<file path="config.mk">
export PLATFORM = sky130hd
export DESIGN_NAME = bfg_cmd_queue
export DESIGN_NICKNAME = d
export VERILOG_FILES = /design/src/hdl/bfg_pkg.sv /design/src/hdl/bfg_cmd_queue.sv
export SDC_FILE = /design/constraint.sdc
export NUM_CORES = 1
export LEC_CHECK = 0
export ABC_CLOCK_PERIOD_IN_PS = 5350
export BUFFER_PORTS_ARGS = -buffer_cell sky130_fd_sc_hd__buf_2
export CAP_MARGIN = 20
export CORE_MARGIN = 2
export CORE_UTILIZATION = 57
export DETAILED_ROUTE_END_ITERATION = 8
export PLACE_DENSITY = 0.79
export RECOVER_POWER = 100
export SLEW_MARGIN = 20
export SYNTH_ARGS = -nofsm -noshare
export SYNTH_HDL_FRONTEND = slang
export SYNTH_SLANG_ARGS = --single-unit
</file>
<file path="constraint.sdc">
create_clock -name clk -period 5.35 [get_ports clk]
set_clock_uncertainty 0.05 [all_clocks]
set_input_delay 0.535 -clock clk [delete_from_list [all_inputs] [get_ports clk]]
set_output_delay 0.535 -clock clk [all_outputs]
set_load 0.02 [all_outputs]
</file>
<file path="src/hdl/bfg_pkg.sv">
// Shared types and constants of the bilinear field gather unit.
`default_nettype none
package bfg_pkg;
    localparam int POINT_DEPTH = 4096;
    localparam int ADDR_W = $clog2(POINT_DEPTH);
    localparam int COORD_W = 12;
    localparam int RW_W = 13;
    localparam int IDX_W = COORD_W + RW_W + 1;
    localparam int CMD_DEPTH = 4;
    localparam int CMD_PTR_W = $clog2(CMD_DEPTH);
    localparam int CMD_CNT_W = $clog2(CMD_DEPTH + 1);
    localparam int OUT_DEPTH = 8;
    localparam int OUT_PTR_W = $clog2(OUT_DEPTH);
    localparam int OUT_CNT_W = $clog2(OUT_DEPTH + 1);
    localparam logic [RW_W-1:0] ROW_WIDTH_RESET = RW_W'(64);

    typedef enum logic {
        MODE_LOAD   = 1'b0,
        MODE_GATHER = 1'b1
    } mode_t;

    typedef struct packed {
        mode_t                   mode;
        logic                    bad;
        logic [3:0][ADDR_W-1:0]  addr;
        logic [3:0][31:0]        weight;
        logic [31:0]             data_x;
        logic [31:0]             data_y;
    } cmd_t;

    typedef struct packed {
        logic [31:0] grad_x;
        logic [31:0] grad_y;
        logic        err;
    } result_t;
endpackage
`default_nettype wire

</file>
<file path="src/hdl/bfg_cmd_queue.sv">
// Short command queue between the front stage and the back end.
`default_nettype none
module bfg_cmd_queue
    import bfg_pkg::*;
(
    input  wire logic clk,
    input  wire logic rst_n,
    input  wire logic wr_valid,
    output logic      wr_ready,
    input  wire cmd_t wr_cmd,
    output logic      rd_empty,
    input  wire logic rd_pop,
    output cmd_t      rd_cmd
);
    cmd_t                 entry_reg [CMD_DEPTH];
    logic [CMD_PTR_W-1:0] wr_ptr_reg;
    logic [CMD_PTR_W-1:0] rd_ptr_reg;
    logic [CMD_CNT_W-1:0] count_reg;
    logic                 do_wr;
    logic                 do_rd;

    always_comb
    begin
        wr_ready = count_reg != CMD_CNT_W'(CMD_DEPTH);
        rd_empty = count_reg == '0;
        do_wr = wr_valid && wr_ready;
        do_rd = rd_pop && !rd_empty;
        rd_cmd = entry_reg[rd_ptr_reg];
    end

    always_ff @(posedge clk or negedge rst_n)
    begin
        if (!rst_n)
        begin
            wr_ptr_reg <= '0;
            rd_ptr_reg <= '0;
            count_reg <= '0;
        end
        else
        begin
            if (do_wr)
                wr_ptr_reg <= (wr_ptr_reg == CMD_PTR_W'(CMD_DEPTH - 1)) ? '0 : wr_ptr_reg + 1'b1;
            if (do_rd)
                rd_ptr_reg <= (rd_ptr_reg == CMD_PTR_W'(CMD_DEPTH - 1)) ? '0 : rd_ptr_reg + 1'b1;
            if (do_wr && !do_rd)
                count_reg <= count_reg + 1'b1;
            else if (do_rd && !do_wr)
                count_reg <= count_reg - 1'b1;
        end
    end

    always_ff @(posedge clk)
    begin
        if (do_wr)
            entry_reg[wr_ptr_reg] <= wr_cmd;
    end
endmodule
`default_nettype wire

</file>
==> metrics.txt <==
Hold Path Origin wr_cmd[9]; Crit-path slowest cell and3_1; area share of the largest cell type after synthesis 0.822; post-synthesis mux area share 0.156; post-CTS sizing 0; GRT Residual Overflow 0; RSZ-0062 raised after global routing false; worst slew pin tran 3650 ps; hold path depth 1; DRT iter0 DRCs 1187; worst path cell trace or3b_1 > and3_1 > buf_12; minimum clock period 4250 ps; Main synth FF type edfxtp_1; Reg2Reg Depth 3; post-synth net total 1553; Post-route DRC 0; Post-Synth Simple-Gate Area 0.00191; Crit. path cell count 3; post-synthesis compound-gate area fraction 0.000425; Critical Path AT 4440 ps; CP max FO 97; CP bufs+invs 1; die height 253 um; register area share after synthesis 0.827; postcts setup bufs 0; period utilization 0.794; Area growth syn-to-layout 16.0%; fin area 41000 um^2; largest delay contributor family on the critical path simple AND/OR/NAND/NOR gates; fraction of layout cells with a size suffix above 1 0.206; most frequent cells in the layout edfxtp_1, clkbuf_1, mux4_2, clkbuf_16, clkinv_1; first-pass GRT wire length 104000 um; Routability Congestion 0.752; Worst-path clk slew 60 ps; PortBufs 489; Hold Crit Class in2reg; # IOs 490; Initial Util 0.575; FMAX 0.235 GHz; drt first pass iters 5; Leakage 12.7 nW; post-synth cell types 22; WL/cell 26.1 um; # setup viols final 0; post-synthesis async set-or-reset flop share 0.00718; failing checks max-capacitance violations, max-slew violations; Skew-Pair Late Insertion Delay 620 ps; worst path required time 5540 ps; Post-Synthesis Cells 1300; largest cells by area after synthesis edfxtp_1, mux4_2, buf_6, dfrtp_1, buf_2; nets@finish 2103; site row count 91; Max IR drop VDD 0.519 mV; Total Wirelength 70800 um; # fillers 3911; area post-placement 38700 um^2; critical path class reg2reg; largest net degree at the start of global routing 138; initial antenna violation count 15; CP peak stage delay 2480 ps; post-synthesis adder-cell area fraction 0.00269; Rel. slew slack -1.43; yosys warns 0; commonest non-fill, non-tap cell in the layout edfxtp_1; Netlist Area Pre-Place 35400 um^2; EDFF count, synth 968; r2r startpoint count_reg[2]$_DFFE_PN0P_; post-synthesis register bit count 975; status finished with violations; max-cap viol count 7; Syn Area/Cell 27.2 um^2; antenna violation net count after detailed routing 0; type of origin of the critical path flop; Root Driver clkbuf_16; max reg flops 968; DR vias 15.9k; largest family of logic cells by synthesized area multiplexers; setup TNS 0 ps; PwrDens 592 nW/um^2; total CTS buffers 92; Die ar. 64000 um^2; CP Capture Type flop; Synth area leader edfxtp_1; GRT Total Usage 0.221; CP Launch Point count_reg[2]$_DFFE_PN0P_; CTS tree built; die span in x 253 um; clock buffer depth 3; Final Hold Viols 0; Sink Count 975; H-tree levels 3; Core Box Area 61500 um^2; fin. max-slew vios 590; Post-DP HPWL 41500 um; via-per-instance ratio 5.86; via count of the first global-routing pass 16.7k; fraction of synthesized cell area in xor and xnor cells 0.000743
[cell families after synthesis]
kind of cell,Yosys count
and+or+nand+nor,10
DFF,975
adders and majority gates,7
muxes,246
AOI/OAI and AO/OA,2
buffers and inverters,57
xor gates and xnor gates,3
[timing repair]
item	CTS	global route
endpoints found under the hold margin	7	0
setup endpoints to repair	0	0
hold buffers	1	0
[report_power, final]
group          internal (mW)  total, mW  switching [mW]
clock                   3.74       6.39            2.65
sequential              10.2       10.6           0.458
combinational           2.62       7.28            4.66
total                   16.5       24.3            7.76
[layer usage]
metal | part of all wire | routed length [um] | vias to the layer above | GRT usage
li1 | - | - | 6792 | -
met4 | 0.025 | 1740 | 16 | 0.0691
met5 | 0.0015 | 108 | - | 0
met1 | 0.36 | 25300 | 8346 | 0.277
met2 | 0.52 | 36800 | 661 | 0.369
met3 | 0.097 | 6840 | 125 | 0.0735
[layout make-up]
type / instances / area (um^2) / share of cell area
repair buffers: 510 / 2090 / 0.0509
inverters: 3 / 11.3 / 0.000274
clock buffers: 113 / 2380 / 0.0580
well taps: 790 / 988 / 0.0241
flip-flops and latches: 975 / 29300 / 0.713
clock inverters: 49 / 579 / 0.0141
multi-input cells: 268 / 5700 / 0.139
diodes: 11 / 27.5 / 0.000671
[Yosys cell counts, types with 2 or more instances]
cell      count
xor2_1        2
nor2_1        2
mux2_4        2
inv_1         3
mux2_2        2
buf_4         8
buf_2        21
edfxtp_1    968
nor3_1        2
clkbuf_1      5
ha_1          6
mux4_2      242
dfrtp_1       7
buf_6        18
buf_1         2
and3_2        4
[final timing paths]
| check | to | slack, ps |
|---|---|---|
| setup reg to reg | entry_reg[0][102]$_DFFE_PP_ | 1100 |
| max in group asynchronous | rd_ptr_reg[1]$_DFFE_PN0P_ | 4560 |
| min in group asynchronous | count_reg[0]$_DFFE_PN0P_ | 360 |
| setup / recovery | entry_reg[0][102]$_DFFE_PP_ | 1100 |
| hold / removal | entry_reg[3][9]$_DFFE_PP_ | 110 |
| hold reg to reg | count_reg[2]$_DFFE_PN0P_ | 490 |
[through the flow]
stage	setup WS, ps	cells	power, mW	hold slack [ps]	util
2_1_floorplan	1190	1300	16.0	189	-
3_3_place_gp	2290	2545	18.2	322	0.630
3_5_place_dp	2300	2545	18.3	331	0.630
4_1_cts	1570	2708	24.8	26.7	0.678
5_1_grt	833	2713	25.2	85.3	0.667
6_report	1100	2719	24.3	113	0.667
No activity file was read; power rests on OpenSTA's default activity.
