<file path="config.mk">
export PLATFORM = sky130hd
export DESIGN_NAME = bfg_front
export DESIGN_NICKNAME = d
export VERILOG_FILES = /design/src/hdl/bfg_pkg.sv /design/src/hdl/bfg_front.sv
export SDC_FILE = /design/constraint.sdc
export NUM_CORES = 1
export LEC_CHECK = 0
export ABC_AREA = 1
export ABC_CLOCK_PERIOD_IN_PS = 16870
export BUFFER_PORTS_ARGS = -buffer_cell sky130_fd_sc_hd__buf_4
export CORE_AREA = 2 2 191 193
export CTS_BUF_LIST = sky130_fd_sc_hd__clkbuf_4
export DETAILED_ROUTE_END_ITERATION = 8
export DIE_AREA = 0 0 193 195
export PLACE_DENSITY = 0.74
export SETUP_SLACK_MARGIN = 0.3
export SYNTH_ARGS = -nofsm -noshare
export SYNTH_HDL_FRONTEND = slang
export SYNTH_SLANG_ARGS = --single-unit
</file>
<file path="constraint.sdc">
create_clock -name clk -period 16.87 [get_ports clk]
set_clock_uncertainty 0.05 [all_clocks]
set_input_delay 0.8435 -clock clk [delete_from_list [all_inputs] [get_ports clk]]
set_output_delay 0.8435 -clock clk [all_outputs]
set_load 0.01 [all_outputs]
</file>
<file path="src/hdl/bfg_pkg.sv">
// Shared types and constants of the bilinear field gather unit.
`default_nettype none
package bfg_pkg;
    localparam int POINT_DEPTH = 4096;
    localparam int ADDR_W = $clog2(POINT_DEPTH);
    localparam int COORD_W = 12;
    localparam int RW_W = 13;
    localparam int IDX_W = COORD_W + RW_W + 1;
    localparam int CMD_DEPTH = 4;
    localparam int CMD_PTR_W = $clog2(CMD_DEPTH);
    localparam int CMD_CNT_W = $clog2(CMD_DEPTH + 1);
    localparam int OUT_DEPTH = 8;
    localparam int OUT_PTR_W = $clog2(OUT_DEPTH);
    localparam int OUT_CNT_W = $clog2(OUT_DEPTH + 1);
    localparam logic [RW_W-1:0] ROW_WIDTH_RESET = RW_W'(64);

    typedef enum logic {
        MODE_LOAD   = 1'b0,
        MODE_GATHER = 1'b1
    } mode_t;

    typedef struct packed {
        mode_t                   mode;
        logic                    bad;
        logic [3:0][ADDR_W-1:0]  addr;
        logic [3:0][31:0]        weight;
        logic [31:0]             data_x;
        logic [31:0]             data_y;
    } cmd_t;

    typedef struct packed {
        logic [31:0] grad_x;
        logic [31:0] grad_y;
        logic        err;
    } result_t;
endpackage
`default_nettype wire

</file>
<file path="src/hdl/bfg_front.sv">
// Front stage: registers items, forms corner addresses and checks their range.
`default_nettype none
module bfg_front
    import bfg_pkg::*;
(
    input  wire logic               clk,
    input  wire logic               rst_n,
    input  wire logic [RW_W-1:0]    row_width,
    input  wire logic               push,
    output logic                    full,
    input  wire logic               mode,
    input  wire logic [11:0]        point_index,
    input  wire logic [31:0]        field_x,
    input  wire logic [31:0]        field_y,
    input  wire logic [COORD_W-1:0] corner_col,
    input  wire logic [COORD_W-1:0] corner_row,
    input  wire logic [3:0][31:0]   weights,
    output logic                    cmd_valid,
    input  wire logic               cmd_ready,
    output cmd_t                    cmd
);
    logic                       valid_reg;
    mode_t                      mode_reg;
    logic [11:0]                pidx_reg;
    logic [31:0]                x_reg;
    logic [31:0]                y_reg;
    logic [COORD_W-1:0]         col_reg;
    logic [COORD_W+RW_W-1:0]    prod_reg;
    logic [RW_W-1:0]            rw_reg;
    logic [3:0][31:0]           w_reg;
    logic [IDX_W-1:0]           base;
    logic [3:0][IDX_W-1:0]      idx;
    logic                       drop;
    logic                       done;
    logic                       accept;

    always_comb
    begin
        base = IDX_W'(prod_reg) + IDX_W'(col_reg);
        idx[0] = base;
        idx[1] = base + IDX_W'(1);
        idx[2] = base + IDX_W'(rw_reg);
        idx[3] = base + IDX_W'(rw_reg) + IDX_W'(1);
        drop = (mode_reg == MODE_LOAD) && (IDX_W'(pidx_reg) >= IDX_W'(POINT_DEPTH));
        cmd.mode = mode_reg;
        cmd.bad = 1'b0;
        for (int k = 0; k < 4; k++)
        begin
            if (idx[k] >= IDX_W'(POINT_DEPTH))
                cmd.bad = 1'b1;
            cmd.addr[k] = ADDR_W'(idx[k]);
        end
        if (mode_reg == MODE_LOAD)
            cmd.addr[0] = ADDR_W'(pidx_reg);
        cmd.weight = w_reg;
        cmd.data_x = x_reg;
        cmd.data_y = y_reg;
        cmd_valid = valid_reg && !drop;
        done = valid_reg && (drop || cmd_ready);
        full = valid_reg && !done;
        accept = push && !full;
    end

    always_ff @(posedge clk or negedge rst_n)
    begin
        if (!rst_n)
            valid_reg <= 1'b0;
        else if (accept)
            valid_reg <= 1'b1;
        else if (done)
            valid_reg <= 1'b0;
    end

    always_ff @(posedge clk)
    begin
        if (accept)
        begin
            mode_reg <= mode_t'(mode);
            pidx_reg <= point_index;
            x_reg <= field_x;
            y_reg <= field_y;
            col_reg <= corner_col;
            prod_reg <= (COORD_W+RW_W)'(corner_row) * (COORD_W+RW_W)'(row_width);
            rw_reg <= row_width;
            w_reg <= weights;
        end
    end
endmodule
`default_nettype wire

</file>
==> metrics.md <==
| Metric | Value |
|---|---|
| Initial antenna violation count | `8` |
| Power per cell area | `149 mW/mm2` |
| First-pass GRT wire length | `80.5 mm` |
| Layout net count | `2525` |
| Worst min-delay path class | `in2reg` |
| Status | `finished clean` |
| Worst Tran Pin Value | `1.08 ns` |
| Gr usage total | `0.302` |
| Most common cell after layout, fill and taps aside | `buf_4` |
| Final Power | `3110 uW` |
| CTS tree | `done` |
| Mapped Cells | `1539` |
| Clk network pwr share | `0.180` |
| Number of global-route vias before repair | `13000` |
| IO Port Bufs | `489` |
| Die area | `0.0376 mm2` |
| CTS sink cnt | `256` |
| Area after DPL | `0.0200 mm2` |
| Async SR Flop Fraction | `0.00391` |
| Horiz. Die Dim | `193 um` |
| Hold Vio Cnt, Final | `0` |
| Sw Share | `0.435` |
| Core area | `0.0354 mm2` |
| Pin count of the biggest net entering global routing | `82` |
| Final min period | `5.40 ns` |
| Syn Nets | `1987` |
| Routed Antenna Nets | `0` |
| Hold Crit Endpoint | `col_reg[3]` |
| Syn Area/Cell | `10.3 um2` |
| Commonest non-fill, non-tap cells in the layout | `buf_4, nand2_1, inv_1, edfxtp_1, fa_1` |
| Reg2reg path depth | `5` |
| P_sw | `1360 uW` |
| Layout area overhead | `32.1%` |
| Max Fclk | `185 MHz` |
| Hold wc startpoint | `corner_col[3]` |
| Hold Path Stages | `1` |
| #FFs+latches synth | `256` |
| Max-cap viol count | `0` |
| Cts bufs inserted | `71` |
| Cts hold-fix bufs | `1` |
| Final setup viols | `0` |
| WL/cell | `22.0 um` |
| Routed WL | `57.0 mm` |
| Critical path startpoint category | `flop` |
| Synth unique cells | `37` |
| Sequential fraction of the synthesis area | `0.485` |
| Clk root buf | `clkbuf_4` |
| HPWL after DPL | `47.7 mm` |
| Clock transition at path regs | `0.06 ns` |
| Initial Util | `0.448` |
| TritonRoute pass-1 iters | `5` |
| Worst-skew pair later-pin latency | `0.75 ns` |
| Critical path start-end classification | `reg2out` |
| Post-CTS setup buffers | `0` |
| Via Count | `12900` |
| Num rows | `69` |
| Peak VDD IR | `0.0953 mV` |
| Dpl ws | `11.19 ns` |
| Unrepaired setup endpoints after global routing | `no` |
| Worst EP arrival | `4.50 ns` |
| Crit Path Max Fanout | `6` |
| WP data required | `15.98 ns` |
| Sum Neg Setup Slack | `0 ns` |
| Crit end category | `output pin` |
| R2R Path Start | `cmd_valid` |
| I/O pin count | `490` |
| Static Leak | `0.0104 uW` |
| Fraction of layout cells with a size suffix above 1 | `0.315` |
| GRT overflow | `0` |
| Die height | `195 um` |
| Top FF cell, synth | `edfxtp_1` |
| Clock buffer depth | `3` |
| Drt drc | `0` |
| YS warnings | `0` |
| Combinational power share | `0.547` |
| Largest register FFs | `128` |
| CTS resizes | `0` |
| Routed length on met2 | `26.8 mm` |
| Internal cell power | `1760 uW` |
| WL met1 | `20.3 mm` |
| Final instance area | `0.0209 mm2` |
| Seq pwr share | `0.273` |
| Initial DRC count | `836` |
| Cell Area, Synth | `0.0159 mm2` |
| Detail Route met3 WL | `4.37 mm` |
| Pins Over Slew Limit | `0` |
| Final RePlAce weighted congestion | `0.963` |
| R2r setup slk | `13.33 ns` |
| Fin crit share | `0.320` |
| FF-to-FF End | `cmd[81]` |
| H-tree depth | `3` |
| Worst setup margin | `11.47 ns` |
| Via-to-Cell Ratio | `4.96` |
| Post-synth EDFFs | `255` |
| Uppermost layer routed | `met4` |
| Slew margin rel. | `0.283` |
[cells by family (layout without fill, tap and decap cells)]
kind of cell	Yosys count	count (layout)	share of synthesized area
simple gates	616	616	0.170
flops	256	256	0.485
fa+ha+maj	202	202	0.213
other cells	0	11	0
buf+inv	350	935	0.0831
compound gates	71	71	0.0249
xor+xnor	44	44	0.0248
[power by group through the flow]
| stage | clock network (uW) | logic [uW] | registers (uW) |
|---|---|---|---|
| 3_3_place_gp | 0 | 1640 | 863 |
| 3_5_place_dp | 0 | 1680 | 864 |
| 4_1_cts | 573 | 1690 | 851 |
| 5_1_grt | 608 | 1910 | 856 |
| 2_1_floorplan | 0 | 1130 | 874 |
| 6_report | 561 | 1700 | 851 |
[cells in the mapped netlist, types with 2 or more instances]
cell type    n  area, um2
nor4_1       4       25.0
nor3_2       3       30.0
nor3_1       9       45.0
a21boi_0     2       15.0
nor2_1      59        221
inv_2        9       33.8
fa_1       112       2240
ha_1        90       1130
nand3b_1     3       22.5
xor2_1      34        298
nand3_1     63        315
nor2_2      10       62.6
nand4_1     12       75.1
nor2_4       2       22.5
a21o_1       2       15.0
clkbuf_1    27        101
nand2_2     28        175
a21oi_2      5       43.8
inv_1      313       1170
xnor2_1      9       78.8
nand2_1    407       1530
and2_1       2       12.5
a21oi_1     31        155
edfxtp_1   255       7660
a31oi_1      4       25.0
o21ai_0     24        120
nand3_2      8       80.1
nand2_4      3       33.8
[routing by layer]
| layer | track usage | up-vias |
|---|---|---|
| li1 | - | 5998 |
| met1 | 0.337 | 6108 |
| met2 | 0.486 | 608 |
| met3 | 0.0685 | 163 |
| met4 | 0.256 | 0 |
| met5 | 0 | - |
[critical path, cell delays in order, from the launching register on]
cell and delay [ns]:
edfxtp_1 0.44, ha_1 0.42, nand2_1 0.16, nor2_1 0.18, nand3_1 0.13, nand3_1 0.09, nand2_1 0.06, nand2_1 0.23
inv_1 0.13, ha_1 0.36, nand2_1 0.12, inv_1 0.04, a21oi_1 0.17, nand3_1 0.13, nand2_1 0.10, nand2_1 0.12
nor2_1 0.20, nand4_1 0.11, nand2_1 0.08, nand2_1 0.08, nor2_1 0.11, nand3_1 0.09, buf_4 0.16
[how the worst max path moves through the flow]
| stage | startpoint | endpoint | slack [ns] | depth (start not counted) |
|---|---|---|---|---|
| 6_report | col_reg[7] | cmd[240] | 11.47 | 22 |
| 5_1_grt | col_reg[6] | cmd[240] | 11.03 | 22 |
| 4_1_cts | col_reg[7] | cmd[240] | 11.46 | 22 |
| 3_5_place_dp | corner_row[11] | prod_reg[21] | 11.19 | 19 |
| 3_3_place_gp | corner_row[11] | prod_reg[21] | 11.25 | 19 |
| 2_1_floorplan | cmd_ready | cmd[100] | 4.37 | 4 |
[area by class of cell]
class | instances | area [um2]
fill | 3093 | 14500
sequential | 256 | 7680
multi-input combinational | 933 | 6860
timing repair buffer | 493 | 3700
inverter | 322 | 1210
clock buffer | 95 | 713
tap | 461 | 577
clock inverter | 25 | 163
antenna | 11 | 27.5
[through the flow]
stage          utilization  instances  hold slack [ns]
2_1_floorplan            -       1539            0.475
3_3_place_gp         0.566       2464            0.470
3_5_place_dp         0.566       2464            0.461
4_1_cts              0.591       2585            0.138
5_1_grt              0.591       2595            0.147
6_report             0.591       2596            0.209
Note: power is estimated with default switching activity, not from simulation.
